### config.mk
export PLATFORM = sky130hd
export DESIGN_NAME = gmsb_colrem
export DESIGN_NICKNAME = d
export VERILOG_FILES = /design/src/design/gmsb_pkg.sv /design/src/design/gmsb_colrem.sv
export SDC_FILE = /design/constraint.sdc
export NUM_CORES = 1
export LEC_CHECK = 0
export BUFFER_PORTS_ARGS = -buffer_cell sky130_fd_sc_hd__buf_2
export CORE_AREA = 2 2 60 62
export DETAILED_ROUTE_END_ITERATION = 8
export DIE_AREA = 0 0 62 64
export SYNTH_ARGS = -nofsm -noshare
export SYNTH_HDL_FRONTEND = slang
export SYNTH_SLANG_ARGS = --single-unit
### constraint.sdc
create_clock -name clk -period 2.4 [get_ports clk]
set_input_delay 0.48 -clock clk [delete_from_list [all_inputs] [get_ports clk]]
set_output_delay 0.48 -clock clk [all_outputs]
set_load 0.03 [all_outputs]
### src/design/gmsb_pkg.sv
// gmsb_pkg: shared constants for the grid multi-source bfs block
// used by the top level and the column remainder unit
package gmsb_pkg;

  localparam int DIM_W        = 7;
  localparam int CFG_IDX_W    = 1;
  localparam int LEVEL_W      = 12;
  localparam int IN_DATA_W    = 8;
  localparam int OUT_DATA_W   = 16;
  localparam int DEF_MAX_ROWS = 64;
  localparam int DEF_MAX_COLS = 64;

  localparam logic [CFG_IDX_W-1:0] REG_ROWS = 1'd0;
  localparam logic [CFG_IDX_W-1:0] REG_COLS = 1'd1;

  localparam logic [1:0] KIND_TARGET = 2'd1;
  localparam logic [1:0] KIND_SOURCE = 2'd2;

  localparam logic [LEVEL_W-1:0] LEVEL_SAT = {LEVEL_W{1'b1}};

endpackage

### src/design/gmsb_colrem.sv
// gmsb_colrem: serial remainder unit, one dividend bit per cycle
// gives cell index modulo column count; depends on gmsb_pkg
module gmsb_colrem #(
  parameter int IW = 12
) (
  input  logic                     clk,
  input  logic                     rst_n,
  input  logic                     start,
  input  logic [IW-1:0]            dividend,
  input  logic [gmsb_pkg::DIM_W-1:0] divisor,
  output logic                     done,
  output logic [gmsb_pkg::DIM_W-1:0] rem
);
  import gmsb_pkg::*;

  localparam int CNT_W = $clog2(IW + 1);

  logic             busy_r, busy_nxt;
  logic [CNT_W-1:0] cnt_r, cnt_nxt;
  logic [IW-1:0]    sh_r, sh_nxt;
  logic [DIM_W-1:0] rem_r, rem_nxt;
  logic [DIM_W:0]   trial;

  always_comb begin
    busy_nxt = busy_r;
    cnt_nxt  = cnt_r;
    sh_nxt   = sh_r;
    rem_nxt  = rem_r;
    trial    = {rem_r, sh_r[IW-1]};
    if (trial >= {1'b0, divisor}) begin
      trial = trial - {1'b0, divisor};
    end
    if (start) begin
      busy_nxt = 1'b1;
      cnt_nxt  = CNT_W'(IW);
      sh_nxt   = dividend;
      rem_nxt  = '0;
    end else if (busy_r) begin
      if (cnt_r == '0) begin
        busy_nxt = 1'b0;
      end else begin
        rem_nxt = trial[DIM_W-1:0];
        sh_nxt  = sh_r << 1;
        cnt_nxt = cnt_r - 1'b1;
      end
    end
  end

  always_ff @(posedge clk) begin
    if (!rst_n) begin
      busy_r <= 1'b0;
      cnt_r  <= '0;
    end else begin
      busy_r <= busy_nxt;
      cnt_r  <= cnt_nxt;
    end
    sh_r  <= sh_nxt;
    rem_r <= rem_nxt;
  end

  assign done = busy_r && (cnt_r == '0);
  assign rem  = rem_r;

endmodule

==> flow_summary_export.csv <==
group,metric,value,unit
global_route,grt_first_pass_wirelength,4440,um
sta,relSlewSlack,74.9,%
global_route,grt_pass1_vias,1049,
power_and_ir_drop,combPwrFrac,30.1,%
clock_network,cts_resized,0,
yosys,synth_seq_cells,24,
sta,timing.final.crit_share,91.0,%
global_route,grtUsageMet1,19.6,%
yosys,synth_enable_flop_cells,12,
worst_setup_path,cp-start-kind,"flop",
floorplan,die_area,3970,um^2
worst_setup_path,critPathCaptureType,"flop",
floorplan,start_util,43.0,%
power_and_ir_drop,p_leak,0.708,nW
detailed_routing,drtIter0Drc,30,
hold_path,hold_class,"primary input to flop",
clock_network,cts_sinks,24,
yosys,yosysUniqueCellTypes,39,
sta,tns,0,ns
global_route,use_met3,2.63,%
final_layout,num-fill-cells,310,
yosys,synth_top_area_cell,"edfxtp_1",
floorplan,rows,21,
sta,setup_viol,0,
sta,rsz0062_at_grt,"no",
worst_setup_path,crit_type,"flop to flop",
detailed_routing,vias_per_cell,5.12,
power_and_ir_drop,powerDensity,593,nW/um^2
clock_network,cts_buffers,3,
yosys,synth_async_sr_flop_share,0,%
worst_setup_path,cp.arrival,2.37,ns
final_layout,fin_area,1620,um^2
placed_design,dpl_cell_area,1590,um^2
sta,worst_pin_slew,0.376,ns
yosys,syn_avg_cell_area,10.3,um^2
floorplan,coreArea,3280,um^2
power_and_ir_drop,sequentialPowerShare,51.8,%
yosys,synth_warnings,0,
final_layout,layout.nets,199,
yosys,synth_area_leaders,"edfxtp_1, dfxtp_1, mux2_2",
clock_network,clock_path_buffers,2,
power_and_ir_drop,irDropWorstVdd,0.000311,V
detailed_routing,ant_nets,0,
final_layout,post-route-util,49.2,%
clock_network,postCtsSetupRepairBufs,0,
clock_network,clk_pin_slew,0.12,ns
placed_design,routabilityCongestion,0.761,
worst_setup_path,regToRegStartpoint,"sh_r[11]$_DFFE_PP_",
worst_setup_path,crit_start,"sh_r[11]$_DFFE_PP_",
floorplan,io_pins,30,
detailed_routing,drc,0,
global_route,grt_overflow,0,
detailed_routing,first_pass_iters,4,
power_and_ir_drop,p_sw_share,30.5,%
status,run_status,"finished clean",
placed_design,dp_slack,0.118,ns
flow_run,cap_violations,0,
yosys,synth_nets,169,
global_route,grt_busiest_layer,"met2",
clock_network,cts_tree,"yes",
detailed_routing,drt_wl_total,2610,um
sta,slew_violations,0,
global_route,track_usage,14.6,%
worst_setup_path,max_stage_delay,0.41,ns
yosys,synth_seq_area_share,42.6,%
sta,fin_ws,0.216,ns
clock_network,root_buffer,"clkbuf_4",
global_route,grt_max_degree,21,
sta,period_needed,2.18,ns
hold_path,min_from,"rst_n",
yosys,ys.flop_type,"edfxtp_1",
global_route,grt_use_met2,23.0,%
clock_network,clock_latency,0.30,ns
worst_setup_path,crit_path_top_delay_cell,"edfxtp_1",
worst_setup_path,crit_path_max_fanout,9,
yosys,ys_top_cells_by_count,"dfxtp_1, edfxtp_1, inv_1",
placed_design,dp.cells,208,
worst_setup_path,worstPathCellList,"inv_1 > ha_1 > inv_1 > fa_1 > nand3_1 > nand3_1 > a41oi_2 > buf_4 > mux2i_1 > a211oi_1",
yosys,synth_area,1410,um^2
placed_design,dp_hpwl,2020,um
final_layout,area_growth,14.5,%
power_and_ir_drop,p_clk_share,18.2,%
power_and_ir_drop,p_sw,0.292,mW
clock_network,htreeDepth,1,
global_route,antenna_found_initial,0,
yosys,yosysTopAreaCellShare,25.5,%
sta,finalClockSkew,0.00458,ns
final_layout,diodes,0,
detailed_routing,vias,1086,
power_and_ir_drop,cell_internal_pwr,0.665,mW
final_layout,drive_above_1_share,31.3,%
worst_setup_path,cp.required,2.59,ns
final_layout,final_cells,212,
sta,fmaxAchievable,458,MHz
detailed_routing,wl_per_cell,12.3,um
floorplan,dieWidth,62,um
placed_design,portBuffers,29,
clock_network,cts_hold_buf,0,
sta,hold_violations,0,
yosys,netlist_instances,137,
floorplan,die_y,64,um
power groups by stage:
stage	sequential [mW]	combinational (mW)	clock, mW
floorplan	0.522	0.203	0
global route	0.502	0.320	0.202
global placement	0.505	0.277	0
CTS	0.497	0.291	0.182
finish	0.496	0.288	0.174
detailed placement	0.506	0.288	0
layer usage:
layer	vias up	part of all wire [%]
met3	4	3.5
met5	-	0
met4	0	1.1
li1	550	-
met2	26	50
met1	506	45
cells in the final DEF, fill, tap and decap left out, types with 2 or more instances in the layout:
cell and instances:
nand4_1 2, a21oi_2 2, ha_1 9, nor2_1 11, mux2i_1 5, nor3_1 3
o21ai_0 3, and2_1 2, and3_1 2, a31oi_1 4, edfxtp_1 12, mux2_2 11
inv_1 12, xor2_1 4, buf_2 29, nand3_1 3, nand2_1 7, nor2b_1 2
a211oi_1 4, a21oi_1 4, or2_2 2, dfxtp_1 12, clkbuf_4 3, buf_4 2
state kept, by name, summed over array words and instances (netlist names):
name / flops
cnt_r: 4
sh_r: 12
rem: 7
busy_r: 1
worst paths after layout:
| check | end | slack (ns) | cells past startpoint |
|---|---|---|---|
| max reg2reg | rem[1]$_SDFFE_PP0P_ | 0.22 | 10 |
| max | rem[1]$_SDFFE_PP0P_ | 0.22 | 10 |
| min | cnt_r[2]$_SDFFE_PN0P_ | 0.43 | 2 |
| min reg2reg | rem[6]$_SDFFE_PP0P_ | 0.52 | 2 |
cells by family after synthesis:
kind of cell	synth area share (%)
multiplexers	12.3
flip-flops	42.6
AO/OA/AOI/OAI	13.8
XOR/XNOR	3.10
adder cells (fa/ha/maj)	9.40
buffers and inverters	6.03
AND/OR/NAND/NOR	12.8
through the flow:
| stage | hold slack, ns | power, mW |
|---|---|---|
| floorplan | 0.483 | 0.725 |
| global placement | 0.499 | 0.782 |
| detailed placement | 0.503 | 0.794 |
| CTS | 0.424 | 0.969 |
| global route | 0.416 | 1.02 |
| finish | 0.428 | 0.958 |
worst max-delay path, delay by kind of cell (launching register included):
family	cells	cell delay [ns]
mux	1	0.22
compound gates	2	0.35
flops	1	0.41
fa+ha+maj	2	0.56
buf+inv	3	0.34
simple gates	2	0.19
final cells by class:
type / count / area (um^2) / area share, %
inverter: 12 / 45.0 / 2.79
multi-input combinational: 95 / 726 / 44.9
tap: 46 / 57.6 / 3.56
sequential: 24 / 601 / 37.2
timing repair buffer: 31 / 160 / 9.91
clock buffer: 4 / 26.3 / 1.63
(Power assumes the default switching activity.)
